### src/rtl/glu_pkg.sv
// Shared types, constants and the microcode table of the GCD/LCM unit.
`default_nettype none
package glu_pkg;

    localparam int unsigned OPER_W = 32;
    localparam int unsigned GCD_W  = 32;
    localparam int unsigned LCM_W  = 64;
    localparam int unsigned STEP_W = 4;

    // Branch conditions; the two wait kinds hold the step and suppress its actions.
    typedef enum logic [2:0] {
        C_NEXT     = 3'd0,
        C_JUMP     = 3'd1,
        C_Y_ZERO   = 3'd2,
        C_X_ZERO   = 3'd3,
        C_CNT_MORE = 3'd4,
        C_WAIT_IN  = 3'd5,
        C_WAIT_OUT = 3'd6
    } t_cond;

    typedef enum logic {
        SRC_EUCLID = 1'b0,
        SRC_LCM    = 1'b1
    } t_div_src;

    typedef struct packed {
        logic              ld_in;
        logic              div_init;
        t_div_src          div_src;
        logic              div_step;
        logic              swap;
        logic              mul;
        logic              emit;
        t_cond             cond;
        logic [STEP_W-1:0] target;
    } t_ctl;

    typedef struct packed {
        logic in_valid;
        logic out_busy;
        logic y_zero;
        logic x_zero;
        logic cnt_last;
    } t_status;

    localparam logic [STEP_W-1:0] S_FETCH    = 4'd0;
    localparam logic [STEP_W-1:0] S_TEST     = 4'd1;
    localparam logic [STEP_W-1:0] S_EDIV     = 4'd2;
    localparam logic [STEP_W-1:0] S_ELOOP    = 4'd3;
    localparam logic [STEP_W-1:0] S_SWAP     = 4'd4;
    localparam logic [STEP_W-1:0] S_GCHK     = 4'd5;
    localparam logic [STEP_W-1:0] S_LDIV     = 4'd6;
    localparam logic [STEP_W-1:0] S_LLOOP    = 4'd7;
    localparam logic [STEP_W-1:0] S_MUL      = 4'd8;
    localparam logic [STEP_W-1:0] S_EMIT     = 4'd15;

    localparam t_ctl CTL_NOP = '{
        ld_in: 1'b0, div_init: 1'b0, div_src: SRC_EUCLID, div_step: 1'b0,
        swap: 1'b0, mul: 1'b0, emit: 1'b0, cond: C_JUMP, target: S_FETCH
    };

    // Emit sits at the last address so that falling through wraps to fetch.
    function automatic t_ctl rom_word(input logic [STEP_W-1:0] pc);
        t_ctl w;
        w = CTL_NOP;
        unique case (pc)
            S_FETCH: begin
                w.ld_in = 1'b1; w.cond = C_WAIT_IN; w.target = S_FETCH;
            end
            S_TEST: begin
                w.cond = C_Y_ZERO; w.target = S_GCHK;
            end
            S_EDIV: begin
                w.div_init = 1'b1; w.div_src = SRC_EUCLID; w.cond = C_NEXT;
            end
            S_ELOOP: begin
                w.div_step = 1'b1; w.cond = C_CNT_MORE; w.target = S_ELOOP;
            end
            S_SWAP: begin
                w.swap = 1'b1; w.cond = C_JUMP; w.target = S_TEST;
            end
            S_GCHK: begin
                w.cond = C_X_ZERO; w.target = S_EMIT;
            end
            S_LDIV: begin
                w.div_init = 1'b1; w.div_src = SRC_LCM; w.cond = C_NEXT;
            end
            S_LLOOP: begin
                w.div_step = 1'b1; w.cond = C_CNT_MORE; w.target = S_LLOOP;
            end
            S_MUL: begin
                w.mul = 1'b1; w.cond = C_JUMP; w.target = S_EMIT;
            end
            S_EMIT: begin
                w.emit = 1'b1; w.cond = C_WAIT_OUT; w.target = S_EMIT;
            end
            default: begin
                w = CTL_NOP;
            end
        endcase
        return w;
    endfunction

endpackage
`default_nettype wire

### src/rtl/glu_seq.sv
// Microcode sequencer: step counter, control table and branch logic.
`default_nettype none
module glu_seq (
    input  wire logic            i_clk,
    input  wire logic            i_rst_n,
    input  wire glu_pkg::t_status i_status,
    output glu_pkg::t_ctl        o_ctl,
    output logic                 o_act
);
    import glu_pkg::*;

    logic [STEP_W-1:0] r_pc;
    logic [STEP_W-1:0] n_pc;
    t_ctl              w_ctl;
    logic              w_take;

    assign w_ctl = rom_word(r_pc);

    always_comb begin
        unique case (w_ctl.cond)
            C_NEXT:     w_take = 1'b0;
            C_JUMP:     w_take = 1'b1;
            C_Y_ZERO:   w_take = i_status.y_zero;
            C_X_ZERO:   w_take = i_status.x_zero;
            C_CNT_MORE: w_take = !i_status.cnt_last;
            C_WAIT_IN:  w_take = !i_status.in_valid;
            C_WAIT_OUT: w_take = i_status.out_busy;
            default:    w_take = 1'b1;
        endcase
    end

    // A waiting step does nothing until its condition clears.
    always_comb begin
        if ((w_ctl.cond == C_WAIT_IN) || (w_ctl.cond == C_WAIT_OUT)) begin
            o_act = !w_take;
        end else begin
            o_act = 1'b1;
        end
    end

    assign n_pc  = w_take ? w_ctl.target : r_pc + STEP_W'(1);
    assign o_ctl = w_ctl;

    always_ff @(posedge i_clk) begin
        if (!i_rst_n) begin
            r_pc <= S_FETCH;
        end else begin
            r_pc <= n_pc;
        end
    end

endmodule
`default_nettype wire

### src/rtl/glu_dp.sv
// Datapath: operand registers, shift-subtract divider, multiplier, result register.
`default_nettype none
module glu_dp #(
    parameter int unsigned WIDTH = 32
) (
    input  wire logic                         i_clk,
    input  wire logic                         i_rst_n,
    input  wire glu_pkg::t_ctl                i_ctl,
    input  wire logic                         i_act,
    input  wire logic [glu_pkg::OPER_W-1:0]   i_a,
    input  wire logic [glu_pkg::OPER_W-1:0]   i_b,
    input  wire logic                         i_out_ready,
    output logic                              o_out_valid,
    output logic [glu_pkg::GCD_W-1:0]         o_gcd,
    output logic [glu_pkg::LCM_W-1:0]         o_lcm,
    output logic                              o_undef,
    output logic                              o_y_zero,
    output logic                              o_x_zero,
    output logic                              o_cnt_last
);
    import glu_pkg::*;

    localparam int unsigned CNT_W = $clog2(WIDTH + 1);

    logic [WIDTH-1:0]   r_a0, r_b0, r_x, r_y, r_rem, r_quo, r_div;
    logic [CNT_W-1:0]   r_cnt;
    logic [2*WIDTH-1:0] r_prod;
    logic               r_out_valid;
    logic [GCD_W-1:0]   r_out_gcd;
    logic [LCM_W-1:0]   r_out_lcm;
    logic               r_out_undef;

    logic [WIDTH:0]     w_trial;
    logic [WIDTH:0]     w_diff;
    logic [2*WIDTH-1:0] w_prod;
    logic               w_emit;

    assign w_trial = {r_rem, r_quo[WIDTH-1]};
    assign w_diff  = w_trial - {1'b0, r_div};
    assign w_prod  = (2*WIDTH)'(r_quo) * (2*WIDTH)'(r_b0);
    assign w_emit  = i_act && i_ctl.emit;

    always_ff @(posedge i_clk) begin
        if (i_act) begin
            if (i_ctl.ld_in) begin
                r_a0   <= i_a[WIDTH-1:0];
                r_b0   <= i_b[WIDTH-1:0];
                r_x    <= i_a[WIDTH-1:0];
                r_y    <= i_b[WIDTH-1:0];
                r_prod <= '0;
            end
            if (i_ctl.div_init) begin
                r_rem <= '0;
                r_cnt <= CNT_W'(WIDTH);
                if (i_ctl.div_src == SRC_LCM) begin
                    r_quo <= r_a0;
                    r_div <= r_x;
                end else begin
                    r_quo <= r_x;
                    r_div <= r_y;
                end
            end
            // One quotient bit per step; the remainder stays below the divisor.
            if (i_ctl.div_step) begin
                r_cnt <= r_cnt - CNT_W'(1);
                if (!w_diff[WIDTH]) begin
                    r_rem <= w_diff[WIDTH-1:0];
                    r_quo <= {r_quo[WIDTH-2:0], 1'b1};
                end else begin
                    r_rem <= w_trial[WIDTH-1:0];
                    r_quo <= {r_quo[WIDTH-2:0], 1'b0};
                end
            end
            if (i_ctl.swap) begin
                r_x <= r_y;
                r_y <= r_rem;
            end
            if (i_ctl.mul) begin
                r_prod <= w_prod;
            end
        end
        if (w_emit) begin
            r_out_gcd   <= GCD_W'(r_x);
            r_out_lcm   <= LCM_W'(r_prod);
            r_out_undef <= (r_x == '0);
        end
    end

    always_ff @(posedge i_clk) begin
        if (!i_rst_n) begin
            r_out_valid <= 1'b0;
        end else if (w_emit) begin
            r_out_valid <= 1'b1;
        end else if (i_out_ready) begin
            r_out_valid <= 1'b0;
        end
    end

    assign o_out_valid = r_out_valid;
    assign o_gcd       = r_out_gcd;
    assign o_lcm       = r_out_lcm;
    assign o_undef     = r_out_undef;
    assign o_y_zero    = (r_y == '0);
    assign o_x_zero    = (r_x == '0);
    assign o_cnt_last  = (r_cnt == CNT_W'(1));

endmodule
`default_nettype wire

### src/rtl/gcd_lcm_unit.sv
// Top level of the GCD/LCM unit: stream ports, sequencer and datapath.
//
// Input channel (i_s_*): one item holds two unsigned operands; only their
// low WIDTH bits are used. Output channel (o_m_*): one item per input, with
// the greatest common divisor, the exact least common multiple and a flag
// set when both operands are zero (divisor 0, multiple 0).
// An item is taken only when the unit is at its fetch step; it then works
// on that item alone. Each remainder step of Euclid's iteration is a test,
// a division set-up, one quotient bit per cycle in the shared divider, and
// a swap; the multiple adds a divisor check, a second division by the
// divisor and a multiply step. Fetch, the final test and emit come on top.
// Both operands zero is the shortest case; adjacent large Fibonacci
// numbers give the longest remainder chain.
// The result waits in an output register; the next item is accepted while
// it waits, and the unit holds at its emit step only if a new result is
// ready before the receiver has taken the old one.
// Synchronous reset returns the sequencer to fetch and empties the output;
// no item is taken while reset is held.
`default_nettype none
module gcd_lcm_unit #(
    parameter int unsigned WIDTH = 32
) (
    input  wire logic        i_clk,
    input  wire logic        i_rst_n,
    input  wire logic        i_s_tvalid,
    output logic             o_s_tready,
    input  wire logic [63:0] i_s_tdata,   // [31:0] operand_a, [63:32] operand_b
    output logic             o_m_tvalid,
    input  wire logic        i_m_tready,
    output logic [95:0]      o_m_tdata,   // [31:0] gcd_value, [95:32] lcm_value
    output logic [0:0]       o_m_tuser    // [0] lcm_undefined
);
    import glu_pkg::*;

    t_ctl             w_ctl;
    t_status          w_status;
    logic             w_act;
    logic             w_out_valid;
    logic [GCD_W-1:0] w_gcd;
    logic [LCM_W-1:0] w_lcm;
    logic             w_undef;
    logic             w_y_zero;
    logic             w_x_zero;
    logic             w_cnt_last;

    assign w_status = '{
        in_valid: i_s_tvalid,
        out_busy: w_out_valid && !i_m_tready,
        y_zero:   w_y_zero,
        x_zero:   w_x_zero,
        cnt_last: w_cnt_last
    };

    glu_seq u_seq (
        .i_clk    (i_clk),
        .i_rst_n  (i_rst_n),
        .i_status (w_status),
        .o_ctl    (w_ctl),
        .o_act    (w_act)
    );

    glu_dp #(
        .WIDTH (WIDTH)
    ) u_dp (
        .i_clk       (i_clk),
        .i_rst_n     (i_rst_n),
        .i_ctl       (w_ctl),
        .i_act       (w_act),
        .i_a         (i_s_tdata[OPER_W-1:0]),
        .i_b         (i_s_tdata[2*OPER_W-1:OPER_W]),
        .i_out_ready (i_m_tready),
        .o_out_valid (w_out_valid),
        .o_gcd       (w_gcd),
        .o_lcm       (w_lcm),
        .o_undef     (w_undef),
        .o_y_zero    (w_y_zero),
        .o_x_zero    (w_x_zero),
        .o_cnt_last  (w_cnt_last)
    );

    assign o_s_tready = (w_ctl.cond == C_WAIT_IN) && i_rst_n;
    assign o_m_tvalid = w_out_valid;
    assign o_m_tdata  = {w_lcm, w_gcd};
    assign o_m_tuser  = w_undef;

endmodule
`default_nettype wire

### config.mk
export PLATFORM = sky130hd
export DESIGN_NAME = gcd_lcm_unit
export DESIGN_NICKNAME = d
export VERILOG_FILES = /design/src/rtl/glu_pkg.sv /design/src/rtl/glu_seq.sv /design/src/rtl/glu_dp.sv /design/src/rtl/gcd_lcm_unit.sv
export SDC_FILE = /design/constraint.sdc
export NUM_CORES = 2
export LEC_CHECK = 0
export BUFFER_PORTS_ARGS = -buffer_cell sky130_fd_sc_hd__buf_2
export CORE_MARGIN = 2
export CORE_UTILIZATION = 58
export CTS_CLUSTER_SIZE = 12
export DETAILED_ROUTE_END_ITERATION = 8
export PLACE_DENSITY = 0.8
export SLEW_MARGIN = 25
export SYNTH_ARGS = -nofsm -noshare
export SYNTH_HDL_FRONTEND = slang
export SYNTH_SLANG_ARGS = --single-unit
### constraint.sdc
create_clock -name i_clk -period 15.56 [get_ports i_clk]
set_clock_uncertainty 0.1 [all_clocks]
set_input_delay 3.112 -clock i_clk [delete_from_list [all_inputs] [get_ports i_clk]]
set_output_delay 3.112 -clock i_clk [all_outputs]
set_load 0.02 [all_outputs]
==> flow_summary.yaml <==
status:
  status: "finished clean"
timing:
  post-route-min-period_ns: 8.53
  tightestPinTransition_ns: 1.01
  min_period_over_period_pct: 54.8
  grt_setup_unrepaired: "false"
  fmax_ghz: 0.117
  relSlewSlack_pct: 32.5
  tns_ns: 0
  finalHoldViolCount: 0
  setup_viol: 0
  drv_slew: 0
floorplan:
  io_pins: 167
  start_util_pct: 58.3
  die-area_um2: 89100
  die_h_um: 299
  rows: 108
  core_area_um2: 86300
  die_w_um: 299
clock_network:
  clkTransAtPathRegs_ns: 0.06
  worstSkewPairLatency_ns: 0.61
  cts_sinks: 396
  cts_resized: 0
  htree_levels: 2
  postCtsSetupBuffers: 0
  hold_buffers: 0
  clockRootBuffer: "clkbuf_16"
  clockBufferDepth: 3
  cts_tree: "built"
  cts_made_buffers: 43
hold_path:
  worstHoldPathType: "flip-flop to flip-flop"
layout:
  final_cells: 6097
  final_cell_mix: "inv_1 (948), fa_1 (897), and2_1 (597)"
  fillers: 6898
  layout_commonest_cell: "inv_1"
  final_nets: 6177
  area_growth_pct: 6.44
  ff_latch_area_um2: 11800
  multi_input_area_um2: 34000
  fin_util_pct: 62.0
  drive_gt1_share_pct: 8.39
synthesis:
  ys_ff_latch: 396
  yosys_warnings: 0
  synth_area_per_cell_um2: 10.3
  syn_inst: 4884
  ys_seq_area_share_pct: 23.5
  syn_nets: 6150
  synthFlopType: "edfxtp_1"
  netlist_area_um2: 50300
  synth_edf_count: 391
  async_flop_share_pct: 0
  ys_types: 69
drt:
  drt-total-wl_mm: 132
  wl_per_cell_um: 21.6
  drt-initial-drc-count: 3308
  drcViolationCount: 0
  drtPass1Iterations: 5
  num_vias: 35163
  ant_nets: 0
  avgViaCountPerCell: 5.77
worst_setup_path:
  worstPathArrival_ns: 8.77
  crit_path_start_kind: "flip-flop"
  critPathKind: "flip-flop to flip-flop"
  endpoint_kind: "flip-flop"
  crit_fanout: 20
  crit_required_ns: 15.80
global_routing:
  grt_pass1_vias: 37351
  grt_pass1_wl_mm: 208
  antenna_found_initial: 5
  grt_usage_pct: 30.1
  grt.overflow.total: 0
  grt_start_max_net_pins: 73
place:
  port_buffers: 166
  dp.final_hpwl_mm: 99.8
  post-place-cells: 6018
  place_congestion: 0.933
run:
  maxCapViolCount: 0
cells by family (layout without fill, tap and decap cells):
family                     after synthesis  count (layout)  synth area share, %
AOI/OAI and AO/OA                      370             370                 4.80
xor gates and xnor gates                80              80                 1.39
adders and majority gates             1198            1198                 43.2
buffers and inverters                 1208            1261                 9.02
DFF                                    396             396                 23.5
muxes                                  154             154                 3.30
other                                    0               5                    0
and+or+nand+nor                       1478            1478                 14.8
flip-flops by register name, summed over array words and instances (netlist names), 32 cells and up:
name	count
u_dp.r_a0	32
u_dp.r_quo	32
u_dp.o_lcm	64
u_dp.r_div	32
u_dp.r_b0	32
u_dp.o_gcd	32
u_dp.r_y	32
u_dp.r_prod	64
u_dp.r_rem	32
u_dp.r_x	32
stage by stage:
step | cell area [um^2] | hold WS [ns] | setup WS (ns)
finish | 53600 | 0.316 | 7.03
global route | 53600 | 0.322 | 6.74
CTS | 53500 | 0.317 | 6.93
detailed placement | 52200 | 0.305 | 6.95
global placement | 52200 | 0.305 | 7.08
floorplan | 50300 | 0.300 | 4.32
layout make-up:
type	instances	area share, %
timing repair buffer	242	2.67
tap	1155	2.70
clock buffer	54	2.09
sequential	396	22.1
clock inverter	17	0.273
multi-input combinational	3280	63.5
inverter	948	6.64
antenna	5	0.0234
cells in the mapped netlist, types with 32 or more instances:
cell      count  area [um^2]
clkbuf_1    254          953
mux2_2       96         1080
mux2i_1      58          581
ha_1        301         3770
nor2_1      145          544
fa_1        897        18000
xnor2_1      52          455
a21oi_1      96          480
edfxtp_1    391        11700
nand4_1      32          200
inv_1       948         3560
nor3_1       33          165
a21o_1       44          330
and2_1      598         3740
o21ai_0      94          470
nand2_1     564         2120
final timing paths:
kind                  startpoint         endpoint  slack, ns  cells after the start
setup / recovery  u_dp.r_quo[27]  u_dp.r_prod[60]       7.03                     22
hold reg to reg   u_dp.r_prod[4]    u_dp.o_lcm[4]       0.32                      0
hold / removal    u_dp.r_prod[4]    u_dp.o_lcm[4]       0.32                      0
setup reg to reg  u_dp.r_quo[27]  u_dp.r_prod[60]       7.03                     22
critical path: stages (launching register included):
cell	delay (ns)
edfxtp_1	0.75
buf_4	0.39
nand2_1	0.13
fa_1	0.57
fa_1	0.52
inv_1	0.05
fa_1	0.55
inv_1	0.07
fa_1	0.49
inv_1	0.06
fa_1	0.50
fa_1	0.59
fa_1	0.43
fa_1	0.44
ha_1	0.45
and3_1	0.35
and2_1	0.25
nand4_1	0.13
a211oi_2	0.62
o2111ai_1	0.29
a21oi_1	0.26
o21ai_0	0.10
nor3b_1	0.15
per-layer routing:
layer,GRT usage (%),wire length [um]
met1,40.4,51800
met2,47.7,60900
met3,6.43,12700
met4,13.1,6370
met5,0,11
Power is not shown: default switching activity piles up to over one toggle a cycle in this logic, so the estimate is an artifact.
